File: src/hw/rtl/rmc_pkg.sv
// shared types and constants for the register machine core
package rmc_pkg;

	localparam int MemWords = 32768;
	localparam int RegCount = 32;
	localparam int RetDepth = 256;
	localparam int MemAw = $clog2(MemWords);
	localparam int RegAw = $clog2(RegCount);
	localparam int SpW = $clog2(RetDepth);

	localparam logic [1:0] REQ_WRITE = 2'd0;
	localparam logic [1:0] REQ_READ = 2'd1;
	localparam logic [1:0] REQ_STEP = 2'd2;

	localparam logic [1:0] STOP_RUN = 2'd0;
	localparam logic [1:0] STOP_HALT = 2'd1;
	localparam logic [1:0] STOP_DUMP = 2'd2;
	localparam logic [1:0] STOP_INVALID = 2'd3;

	localparam logic [15:0] OP_LDC = 16'd0;
	localparam logic [15:0] OP_LD = 16'd1;
	localparam logic [15:0] OP_ST = 16'd2;
	localparam logic [15:0] OP_CP = 16'd3;
	localparam logic [15:0] OP_IN = 16'd4;
	localparam logic [15:0] OP_OUT = 16'd5;
	localparam logic [15:0] OP_INC = 16'd6;
	localparam logic [15:0] OP_DEC = 16'd7;
	localparam logic [15:0] OP_ADD = 16'd8;
	localparam logic [15:0] OP_SUB = 16'd9;
	localparam logic [15:0] OP_MUL = 16'd10;
	localparam logic [15:0] OP_DIV = 16'd11;
	localparam logic [15:0] OP_MOD = 16'd12;
	localparam logic [15:0] OP_AND = 16'd13;
	localparam logic [15:0] OP_OR = 16'd14;
	localparam logic [15:0] OP_XOR = 16'd15;
	localparam logic [15:0] OP_NOT = 16'd16;
	localparam logic [15:0] OP_LSH = 16'd17;
	localparam logic [15:0] OP_RSH = 16'd18;
	localparam logic [15:0] OP_BEQ = 16'd19;
	localparam logic [15:0] OP_BNE = 16'd20;
	localparam logic [15:0] OP_BGT = 16'd21;
	localparam logic [15:0] OP_BGE = 16'd22;
	localparam logic [15:0] OP_BLT = 16'd23;
	localparam logic [15:0] OP_BLE = 16'd24;
	localparam logic [15:0] OP_EXEC = 16'd25;
	localparam logic [15:0] OP_JUMP = 16'd26;
	localparam logic [15:0] OP_CALL = 16'd27;
	localparam logic [15:0] OP_RET = 16'd28;
	localparam logic [15:0] OP_HALT = 16'd29;
	localparam logic [15:0] OP_DUMP = 16'd30;

	// memory port selector
	typedef enum logic [1:0] {
		MA_REQ = 2'd0,
		MA_PC = 2'd1,
		MA_OPY = 2'd2,
		MA_OPX = 2'd3
	} maddr_sel_t;

	// controller to datapath commands
	typedef struct packed {
		logic       load_req;   // capture input item
		logic       mem_rd;     // issue memory read
		maddr_sel_t mem_sel;
		logic       mem_wr_req; // write item
		logic       mem_wr_st;  // st instruction
		logic       pc_inc;
		logic [1:0] opnd_wr;    // capture fetched word: 0 op 1 x 2 y 3 z
		logic       opnd_en;
		logic       div_start;
		logic       exec;       // perform the instruction
		logic       rd_cap;     // capture read item word
		logic       res_load;   // build result
	} rmc_cmd_t;

	typedef struct packed {
		logic [1:0]  req_type;
		logic [15:0] opcode;
		logic        stopped;
		logic        div_busy;
	} rmc_sts_t;

	// operand count after the opcode
	function automatic logic [1:0] opnd_count(input logic [15:0] op);
		logic [1:0] n;
		n = 2'd0;
		if (op == OP_IN || op == OP_OUT || op == OP_EXEC || op == OP_JUMP ||
				op == OP_CALL)
			n = 2'd1;
		else if ((op >= OP_ADD && op <= OP_XOR) || (op >= OP_LSH && op <= OP_BLE))
			n = 2'd3;
		else if (op <= OP_NOT && op != OP_RET)
			n = 2'd2;
		return n;
	endfunction

endpackage

File: src/hw/rtl/rmc_ctrl.sv
// controller: sequences request dispatch, item reads and writes, fetch, operand reads, execution and result handoff
module rmc_ctrl import rmc_pkg::*; (
	input  logic     clk,
	input  logic     arst_n,
	input  logic     s_tvalid,
	output logic     s_tready,
	output logic     m_tvalid,
	input  logic     m_tready,
	input  rmc_sts_t sts,
	output rmc_cmd_t cmd
);

	typedef enum logic [9:0] {
		ST_IDLE   = 10'b0000000001,
		ST_DISP   = 10'b0000000010,
		ST_RDWAIT = 10'b0000000100,
		ST_FETCH  = 10'b0000001000,
		ST_OPND   = 10'b0000010000,
		ST_PREP   = 10'b0000100000,
		ST_DIVW   = 10'b0001000000,
		ST_EXEC   = 10'b0010000000,
		ST_RES    = 10'b0100000000,
		ST_OUT    = 10'b1000000000
	} state_t;

	state_t state_q, state_d;
	logic [1:0] idx_q, idx_d; // next operand slot
	logic [1:0] need;

	assign need = opnd_count(sts.opcode);
	assign s_tready = (state_q == ST_IDLE);
	assign m_tvalid = (state_q == ST_OUT);

	always_comb begin
		state_d = state_q;
		idx_d = idx_q;
		cmd = '0;
		cmd.mem_sel = MA_REQ;
		unique case (state_q)
			ST_IDLE: begin
				if (s_tvalid) begin
					cmd.load_req = 1'b1;
					state_d = ST_DISP;
				end
			end
			ST_DISP: begin
				if (sts.req_type == REQ_WRITE) begin
					cmd.mem_wr_req = 1'b1;
					state_d = ST_RES;
				end else if (sts.req_type == REQ_READ) begin
					cmd.mem_rd = 1'b1;
					state_d = ST_RDWAIT;
				end else if (sts.req_type == REQ_STEP && !sts.stopped) begin
					cmd.mem_rd = 1'b1;
					cmd.mem_sel = MA_PC;
					cmd.pc_inc = 1'b1;
					state_d = ST_FETCH;
				end else begin
					state_d = ST_RES;
				end
			end
			ST_RDWAIT: begin
				cmd.rd_cap = 1'b1;
				state_d = ST_RES;
			end
			ST_FETCH: begin
				cmd.opnd_en = 1'b1;
				cmd.opnd_wr = 2'd0;
				idx_d = 2'd1;
				state_d = ST_OPND;
			end
			ST_OPND: begin
				// idx_q-1 operands captured so far; slot 0 after wrap is z
				if (idx_q != 2'd1) begin
					cmd.opnd_en = 1'b1;
					cmd.opnd_wr = idx_q - 2'd1;
				end
				if ((idx_q - 2'd1) < need && idx_q != 2'd0) begin
					cmd.mem_rd = 1'b1;
					cmd.mem_sel = MA_PC;
					cmd.pc_inc = 1'b1;
					idx_d = idx_q + 2'd1;
				end else begin
					state_d = ST_PREP;
				end
			end
			ST_PREP: begin
				// ld/st address now known; mul settles into its register
				if (sts.opcode == OP_LD) begin
					cmd.mem_rd = 1'b1;
					cmd.mem_sel = MA_OPY;
				end else if (sts.opcode == OP_ST) begin
					cmd.mem_wr_st = 1'b1;
					cmd.mem_sel = MA_OPX;
				end
				if (sts.opcode == OP_DIV || sts.opcode == OP_MOD) begin
					cmd.div_start = 1'b1;
					state_d = ST_DIVW;
				end else begin
					state_d = ST_EXEC;
				end
			end
			ST_DIVW: begin
				if (!sts.div_busy)
					state_d = ST_EXEC;
			end
			ST_EXEC: begin
				cmd.exec = 1'b1;
				state_d = ST_RES;
			end
			ST_RES: begin
				cmd.res_load = 1'b1;
				state_d = ST_OUT;
			end
			ST_OUT: begin
				if (m_tready)
					state_d = ST_IDLE;
			end
			default: state_d = ST_IDLE;
		endcase
	end

	always_ff @(posedge clk or negedge arst_n) begin
		if (!arst_n) begin
			state_q <= ST_IDLE;
			idx_q <= 2'd0;
		end else begin
			state_q <= state_d;
			idx_q <= idx_d;
		end
	end

`ifndef SYNTH
	a_onehot: assert property (@(posedge clk) disable iff (!arst_n) $onehot(state_q))
		else $error("state not one-hot");
	a_excl: assert property (@(posedge clk) disable iff (!arst_n) !(s_tready && m_tvalid))
		else $error("input and output open together");
	a_res: assert property (@(posedge clk) disable iff (!arst_n)
		(state_q == ST_RES) |=> m_tvalid)
		else $error("result not presented");
	a_wr: assert property (@(posedge clk) disable iff (!arst_n)
		!(cmd.mem_wr_req && cmd.mem_wr_st))
		else $error("two memory writes");
`endif

endmodule

File: config.mk
export PLATFORM = sky130hd
export DESIGN_NAME = rmc_ctrl
export DESIGN_NICKNAME = d
export VERILOG_FILES = /design/src/hw/rtl/rmc_pkg.sv /design/src/hw/rtl/rmc_ctrl.sv
export SDC_FILE = /design/constraint.sdc
export NUM_CORES = 1
export LEC_CHECK = 0
export BUFFER_PORTS_ARGS = -buffer_cell sky130_fd_sc_hd__buf_2
export CORE_UTILIZATION = 47
export DETAILED_ROUTE_END_ITERATION = 10
export HOLD_SLACK_MARGIN = 0.06
export PLACE_DENSITY = 0.78
export SLEW_MARGIN = 20
export SYNTH_ARGS = -nofsm -noshare
export SYNTH_HDL_FRONTEND = slang
export SYNTH_SLANG_ARGS = --single-unit
File: constraint.sdc
create_clock -name clk -period 3.65 [get_ports clk]
set_clock_uncertainty 0.05 [all_clocks]
set_input_delay 0.5475 -clock clk [delete_from_list [all_inputs] [get_ports clk]]
set_output_delay 0.5475 -clock clk [all_outputs]
set_load 0.01 [all_outputs]
* Word level (Yosys, flattened, before mapping)
Index checks and enable logic that the tools add are counted.
** Operators by class
- Add/sub/neg operators :: 2
- Order comparisons :: 6
- Eq/ne operators :: 28
- Multiplexer cells :: 42
- Reductions and logical operators :: 18
** Operators with widths (number)
- $pmux 10 s9 :: 1
- $mux 10 :: 6
- $eq 16x5->1 const B :: 3
- $eq 16x3->1 const B :: 2
- $eq 16x4->1 const B :: 2
- $le 16x5->1 const B :: 2
- $mux 1 :: 18
- $eq 16x1->1 const B :: 1
- $eq 16x2->1 const B :: 1
- $ge 16x4->1 const B :: 1
- $ge 16x5->1 const B :: 1
- $le 16x4->1 const B :: 1
- $ne 16x5->1 const B :: 1
- $mux 2 :: 7
- $mux 3 :: 4
- $eq 10x1->1 const B :: 1
- $eq 10x10->1 const B :: 1
- $eq 10x2->1 const B :: 1
- $eq 10x3->1 const B :: 1
- $eq 10x4->1 const B :: 1
- $eq 10x5->1 const B :: 1
- $eq 10x6->1 const B :: 1
- $eq 10x7->1 const B :: 1
- $eq 10x8->1 const B :: 1
- other kinds (22) :: 36
** Storage, ports and cells
- Register bits :: 12
- Bits of input ports :: 24
- Output and inout port bits :: 16
- Word-level logic and storage cells :: 98

* Depth between registers and ports, before layout
Gate-level depths: netlist (run 1).
- Word-level depth :: 10
- Gate-level depth with buffers :: 9
- Mapped depth without buffers :: 8

* Worst setup path before layout (run 1)
OpenSTA, ideal clock, no wires.
- Path type :: input to output
- Start point :: input sts[13] (netlist name)
- End point :: output cmd[10] (netlist name)
- Arrival :: 2.746 ns
- Required time :: 3.053 ns
- Slack :: 0.306 ns
- Stages on the path :: 9
- Path buffers :: 1
- Cell sequence :: or4_1 > nor3_1 > o211ai_1 > ha_1 > or2_2 > a41o_1 > a211o_1 > buf_6 > o211ai_1
** RTL lines
- start, declared :: RTL line rmc_ctrl.sv:9 : input rmc_sts_t sts,
- end, declared :: RTL line rmc_ctrl.sv:10 : output rmc_cmd_t cmd

==> flow_summary.rst, run 1 <==
.. list-table::
   :header-rows: 1

   * - Metric
     - Value
   * - Number of synthesized register bits
     - 12
   * - Crit start category
     - primary input
   * - Clock Sink Count
     - 12
   * - Register share of total power
     - 0.374
   * - Setup TNS
     - 0 ns
   * - Maximum fanout along the worst path
     - 7
   * - Area share of xor/xnor cells in the synthesized design
     - 0.00884
   * - Remaining DRCs
     - 0
   * - DRT antenna net count
     - 0
   * - Core Rows
     - 16
   * - Number of detailed-routing iterations run before antenna repair
     - 4
   * - Y dimension of the die
     - between 40 and 50 um
   * - Placeable core area
     - 1960 um2
   * - Setup violators final
     - 0
   * - Area delta synth->final
     - 26.1%
   * - Via Count
     - about 1100
   * - Clock buffer depth
     - 2
   * - TritonCTS clock tree
     - yes
   * - Design internal power
     - 312 uW
   * - Chip width
     - 47.9 um
   * - Total I/O pin count
     - 40
   * - Status
     - complete, no violations
   * - Unrepaired setup endpoints after global routing
     - no
   * - Data required, critical path
     - a little over 3 ns
   * - Post-synthesis cell area
     - 991 um2
   * - Share of the synthesized area in compound gates (AO/OA/AOI/OAI)
     - 0.160
   * - Number of synthesized flops with an enable pin
     - 0
   * - Slew HR
     - 0.611
   * - Number of buffers created by CTS
     - 3
   * - Hold Crit Class
     - in -> async
   * - Multiplexer share of the synthesized area
     - 0.0202
   * - Clock network latency to the later pin of the worst-skew pair
     - 0.27 ns
   * - Final Hold Viols
     - 0
   * - Share of synthesized flip-flops with an asynchronous set or reset
     - 1.00
   * - Arrival time reported for the critical path endpoint
     - 2.85 ns
   * - Detailed-route wire length per cell
     - 11.4 um
   * - Final weighted congestion of routability-driven global placement
     - 0.866
   * - Final critical delay including setup and external delays
     - around 3.4 ns
   * - Layout fillers
     - 211
   * - Wire length after detailed routing
     - 2190 um
   * - Most common cell after layout, fill and taps aside
     - buf_2
   * - Peak clock frequency supported by timing
     - between 0.2 and 0.3 GHz
   * - Root buf cell
     - clkbuf_4
   * - Initial drt markers
     - 26
   * - H-tree depth reported by CTS
     - 1
   * - Antenna violations before repair
     - 0
   * - Post-synthesis share of cell area spent on and, or, nand and nor gates
     - 0.423
   * - Number of global-route vias before repair
     - 808
   * - Mapped Cells
     - 125
   * - Count of cell types in the netlist
     - 39
   * - Die Outline Area
     - 2300 um2
   * - Yosys synthesis warning count
     - 0
   * - P_leak
     - ~0.64 nW
   * - Area taken by multi-input logic gates
     - around 650 um2
   * - Final Cycle Share
     - 0.944
   * - Total Nets Final
     - 194
   * - Worst Path Class, Setup
     - in -> out
   * - Worst-margin pin slew
     - between 0.5 and 0.6 ns
   * - Combinational group share of total power
     - 0.416
   * - Sequential share of the synthesized area
     - 0.304
   * - Overall Power
     - approximately 500 uW
   * - IR Drop Worst-Case VDD
     - between 0.2 and 0.3 mV
   * - Clock share of power
     - 0.209
   * - Wire length of the first global-routing pass
     - 3260 um
   * - Max Cap Viol
     - 0
   * - Crit. End Element
     - output port
   * - Slew Viols, Final
     - 0
   * - Power Dens Cells
     - ~400 nW/um2
   * - Switching part of the total
     - 0.374
   * - Number of diodes added for antenna fixing
     - 0
   * - Largest net degree at the start of global routing
     - 13
   * - Storage cell area
     - 302 um2
   * - Via density per instance
     - 5.51
   * - Most used DFF post-synth
     - dfrtp_1
   * - Count of input and output buffers
     - 39
   * - Power spent charging and discharging nets
     - between 150 and 200 uW
   * - Initial core utilization
     - 0.505
   * - Post-Synthesis Mean Instance Area
     - 7.93 um2
   * - Commonest cells after routing, fill and taps aside
     - buf_2, nor2_1, dfrtp_1, nand2b_1, nor3_1
   * - Share of layout cells above drive strength 1
     - 0.301
   * - Net Count, Synth
     - about 150
   * - Post-DP HPWL
     - 1840 um
   * - Sum of overflow across all layers after global routing
     - 0
   * - Clock transition at the registers of the reported paths
     - about 0.08 ns
   * - Area share of fa/ha/maj cells after synthesis
     - 0.0379
   * - Main combinational cell family by area after synthesis
     - simple AND/OR/NAND/NOR gates
   * - Tot GR Track Use
     - 0.200
[final timing paths]
path                               to       start  depth (start not counted)  slack (ns)
setup reg to reg           state_q[5]    idx_q[0]                          8        1.45
max in group asynchronous  state_q[0]      arst_n                          1        3.18
hold reg to reg            state_q[0]  state_q[0]                          2        0.49
hold / removal             state_q[1]      arst_n                          1        0.09
min in group clk           state_q[7]      sts[0]                          2        0.40
setup / recovery              cmd[12]     sts[13]                         10        0.20
[critical path: stages]
cell and delay, ns:
buf_2 0.09, or4_1 0.55, nor3_2 0.23, o211ai_1 0.12, ha_1 0.19, or2_2 0.27
a41o_1 0.20, a211o_1 0.38, o2111ai_1 0.11, buf_2 0.16
[routing by layer]
layer  wire length (um)  part of all wire  vias up  GRT usage
met1                947              0.43      493      0.245
met4                  0                 0        0     0.0333
met2               1160              0.53       25      0.359
li1                   -                 -      545          -
met3                 86             0.039        0     0.0453
met5                  0                 0        -          0
[cells by family after synthesis]
kind of cell,count (synthesis)
AOI/OAI and AO/OA,23
xor gates and xnor gates,1
adders and majority gates,3
buffers and inverters,10
DFF,12
muxes,2
and+or+nand+nor,74
[through the flow]
step / setup slack (ns) / util / hold slack, ns / cell area [um2] / cells
after global placement: 0.229 / 0.616 / 0.390 / 1210 / 189
final: 0.204 / 0.637 / 0.0934 / 1250 / 193
after CTS: 0.152 / 0.635 / 0.0950 / 1240 / 193
after detailed placement: 0.158 / 0.616 / 0.393 / 1210 / 189
after global routing: 0.0570 / 0.637 / 0.0971 / 1250 / 193
after floorplan: 0.306 / - / 0.202 / 991 / 125
[synthesized netlist by cell type, drive strengths merged (2+ instances only)]
cell	n	area, um2
nor2	13	48.8
o21ai	7	35.0
nand2b	9	56.3
dfrtp	11	275
or4	5	37.5
nand3	3	15.0
and4	2	17.5
nand2	7	26.3
or3	5	32.5
mux2i	2	20.0
nor2b	4	25.0
inv	7	26.3
a21oi	4	20.0
or2	3	18.8
clkbuf	2	7.51
nor4	2	12.5
and2	4	25.0
nand4	4	25.0
o211ai	2	15.0
nor3	9	45.0
ha	3	37.5
[power groups by stage]
stage          Sequential [mW]  Combinational [mW]  Clock (mW)
3_3_place_gp             0.189               0.201           0
2_1_floorplan            0.170               0.163           0
3_5_place_dp             0.189               0.207           0
5_1_grt                  0.192               0.235       0.111
4_1_cts                  0.186               0.208       0.107
6_report                 0.187               0.208       0.104
[timing repair]
item	4_1_cts	5_1_grt
hold buffers	0	0
hold endpoints to repair	0	0
endpoints found under the setup margin	0	2
gates resized for setup	0	1
buffers inserted	0	0
[state kept, by name (all words and copies together) (netlist names)]
register,flops
idx_q,2
state_q,10
[layout make-up]
| cell class | instances | area share |
|---|---|---|
| Clock buffer | 4 | 0.0290 |
| Tap cell | 27 | 0.0270 |
| Multi-Input combinational cell | 103 | 0.520 |
| Inverter | 7 | 0.0210 |
| Timing Repair Buffer | 40 | 0.162 |
| Sequential cell | 12 | 0.241 |
No activity file was read; power rests on OpenSTA's default activity.
==> inputs of run 2 (changes only) <==
--- a/config.mk
+++ b/config.mk
@@ -6,10 +6,9 @@
 export NUM_CORES = 1
 export LEC_CHECK = 0
 export BUFFER_PORTS_ARGS = -buffer_cell sky130_fd_sc_hd__buf_2
-export CORE_UTILIZATION = 47
+export CORE_UTILIZATION = 35
 export DETAILED_ROUTE_END_ITERATION = 10
 export HOLD_SLACK_MARGIN = 0.06
-export PLACE_DENSITY = 0.78
 export SLEW_MARGIN = 20
 export SYNTH_ARGS = -nofsm -noshare
 export SYNTH_HDL_FRONTEND = slang
==> run 2 against run 1 <==
  * Sequential share of layout area down 0.096 points
  * Sequential power about the same
  * Register-to-register slack about the same
  * Critical path depth unchanged
  * Critical endpoint unchanged
  * Largest power group unchanged
==> flow_summary.rst, run 2 (same netlist as run 1, synthesis figures left out) <==
.. list-table::
   :header-rows: 1

   * - Metric
     - Value
   * - Detailed-route wire length per cell
     - 12.5 um (was 11.4 um)
   * - Sum of overflow across all layers after global routing
     - 0 (unchanged)
   * - Number of global-route vias before repair
     - 961 (was 808)
   * - Via Count
     - 1068 (was 1063)
   * - Worst Path Class, Setup
     - in -> out (unchanged)
   * - Post-route setup slack
     - 0.221 ns (was 0.204 ns)
   * - Unrepaired setup endpoints after global routing
     - no (unchanged)
   * - Remaining DRCs
     - 0 (unchanged)
   * - Slew HR
     - 0.627 (was 0.611)
   * - Final weighted congestion of routability-driven global placement
     - 0.832 (was 0.866)
   * - Setup TNS
     - 0 ns (unchanged)
   * - Final core occ
     - 0.489 (was 0.637)
   * - Crit start category
     - primary input (unchanged)
   * - IR Drop Worst-Case VDD
     - 0.271 mV (was 0.296 mV)
   * - Final Cycle Share
     - 0.939 (was 0.944)
   * - Crit. End Element
     - output port (unchanged)
   * - Peak clock frequency supported by timing
     - 0.292 GHz (was 0.290 GHz)
   * - Chip width
     - 55.2 um (was 47.9 um)
   * - Initial core utilization
     - 0.386 (was 0.505)
   * - Logic depth of the worst register-to-register path
     - 8 (unchanged)
   * - Busiest metal layer after global routing
     - met2 (unchanged)
   * - Global-route met2 utilization
     - 0.294 (was 0.359)
   * - Die Outline Area
     - 3050 um2 (was 2300 um2)
   * - Arrival time reported for the critical path endpoint
     - 2.83 ns (was 2.85 ns)
   * - Wire length of the first global-routing pass
     - 4240 um (was 3260 um)
   * - Via density per instance
     - 5.45 (was 5.51)
   * - Slew Viols, Final
     - 0 (unchanged)
   * - Final hold slack
     - 0.0961 ns (was 0.0934 ns)
   * - Data required, critical path
     - 3.05 ns (about the same)
   * - DRT antenna net count
     - 0 (unchanged)
   * - Resized cells post-CTS
     - 0 (unchanged)
   * - Crit Reg-Reg Startpoint
     - idx_q[0] (unchanged)
   * - Y dimension of the die
     - 55.2 um (was 47.9 um)
   * - Power Dens Cells
     - 403 nW/um2 (was 399 nW/um2)
   * - TritonCTS clock tree
     - yes (unchanged)
   * - Largest registers ranked by flip-flop count
     - state_q (10), idx_q (2) (unchanged)
   * - Most numerous cell on the critical path
     - buf_2 (unchanged)
   * - Final Hold Viols
     - 0 (unchanged)
   * - Clock Sink Count
     - 12 (unchanged)
   * - Commonest cells after routing, fill and taps aside
     - buf_2, nor2_1, dfrtp_1, nand2b_1, nor3_1 (unchanged)
   * - Clock transition at the registers of the reported paths
     - 0.08 ns (about the same)
   * - Share of layout cells above drive strength 1
     - 0.307 (was 0.301)
   * - Worst-margin pin slew
     - 0.555 ns (was 0.578 ns)
   * - Buf/Inv on CP
     - 2 (unchanged)
   * - P_leak
     - 0.643 nW (about the same)
   * - Status
     - complete, no violations (unchanged)
   * - Total Nets Final
     - 194 (unchanged)
   * - Max Cap Viol
     - 0 (unchanged)
   * - Biggest cell delay along the critical path
     - 0.56 ns (was 0.55 ns)
   * - Met3 GRT Util
     - 0.0492 (was 0.0453)
   * - Largest net degree at the start of global routing
     - 13 (unchanged)
   * - Largest Register
     - state_q (unchanged)
   * - Number of diodes added for antenna fixing
     - 0 (unchanged)
   * - Total I/O pin count
     - 40 (unchanged)
   * - Root buf cell
     - clkbuf_4 (unchanged)
   * - Wire length after detailed routing
     - 2440 um (was 2190 um)
   * - Flip-flop count of the largest register after layout
     - 10 (unchanged)
   * - H-tree depth reported by CTS
     - 1 (unchanged)
   * - M1 GR Usage
     - 0.217 (was 0.245)
   * - Count of input and output buffers
     - 39 (unchanged)
   * - CP max stage cell
     - or4_1 (unchanged)
   * - Number of detailed-routing iterations run before antenna repair
     - 4 (unchanged)
   * - Clock network latency to the later pin of the worst-skew pair
     - 0.27 ns (about the same)
   * - Setup violators final
     - 0 (unchanged)
   * - Overall Power
     - 505 uW (was 499 uW)
   * - Final critical delay including setup and external delays
     - 3.43 ns (was 3.45 ns)
   * - Area after detailed placement
     - 1210 um2 (about the same)
   * - Core Rows
     - 18 (was 16)
   * - Flop2flop setup slack
     - 1.45 ns (about the same)
   * - Final Instance Area
     - 1250 um2 (about the same)
   * - Area delta synth->final
     - 26.6% (was 26.1%)
   * - Cell class contributing the biggest share of worst-path delay
     - simple AND/OR/NAND/NOR gates (unchanged)
   * - Clock buffer depth
     - 2 (unchanged)
   * - Worst reg2reg endpoint
     - state_q[5] (unchanged)
   * - Post-Place Setup Slack
     - 0.151 ns (was 0.158 ns)
   * - Initial drt markers
     - 60 (was 26)
   * - Post-DP HPWL
     - 1950 um (was 1840 um)
   * - # placed instances
     - 192 (was 189)
   * - Antenna violations before repair
     - 0 (unchanged)
   * - # hold bufs at CTS
     - 0 (unchanged)
   * - Tot GR Track Use
     - 0.169 (was 0.200)
   * - Chain of cells forming the critical path
     - buf_2, or4_1, nor3_2, o211ai_1, ha_1, or2_2, a41o_1, a211o_2, o2111ai_1, buf_2 (was buf_2, or4_1, nor3_2, o211ai_1, ha_1, or2_2, a41o_1, a211o_1, o2111ai_1, buf_2)
   * - Number of buffers created by CTS
     - 3 (unchanged)
   * - Non-Filler Instances
     - 196 (was 193)
   * - Layout fillers
     - 285 (was 211)
   * - Maximum fanout along the worst path
     - 7 (unchanged)
   * - Most common cell after layout, fill and taps aside
     - buf_2 (unchanged)
   * - Hold Crit Class
     - in -> async (unchanged)
   * - Placeable core area
     - 2570 um2 (was 1960 um2)
   * - # Post-CTS Setup Buffers
     - 0 (unchanged)
## run 2: worst reg2reg max path, delay by kind of cell, from the launching register on
family / cells / cell delay, ns
AOI/OAI and AO/OA: 2 / 0.57
adders and majority gates: 2 / 0.49
and+or+nand+nor: 2 / 0.42
DFF: 1 / 0.42
buffers and inverters: 2 / 0.13
## run 2: area by class of cell
cell class                      count  area [um2]  area share
Tap cell                           30        37.5      0.0299
Sequential cell                    12         302       0.240
Inverter                            7        26.3      0.0209
Timing Repair Buffer               40         203       0.162
Multi-Input combinational cell    103         651       0.518
Clock buffer                        4        36.3      0.0289
## run 2: worst max-delay path by stage
stage | startpoint | endpoint | slack, ns | cells past startpoint
final | sts[13] | cmd[12] | 0.22 | 10
after CTS | sts[13] | cmd[12] | 0.14 | 10
after floorplan | sts[13] | cmd[10] | 0.31 | 9
after global routing | sts[13] | cmd[12] | 0.03 | 10
after global placement | sts[13] | cmd[10] | 0.22 | 10
after detailed placement | sts[13] | cmd[12] | 0.15 | 10
## run 2: report_power, final
group          switching (mW)  total (mW)  internal (mW)
Clock                  0.0459       0.106         0.0606
Combinational           0.115       0.211         0.0964
Sequential             0.0324       0.188          0.155
## run 2: layer usage
metal,vias up,share of wire
li1,546,-
met1,490,0.46
met2,32,0.50
met3,0,0.045
met4,0,0
met5,-,0
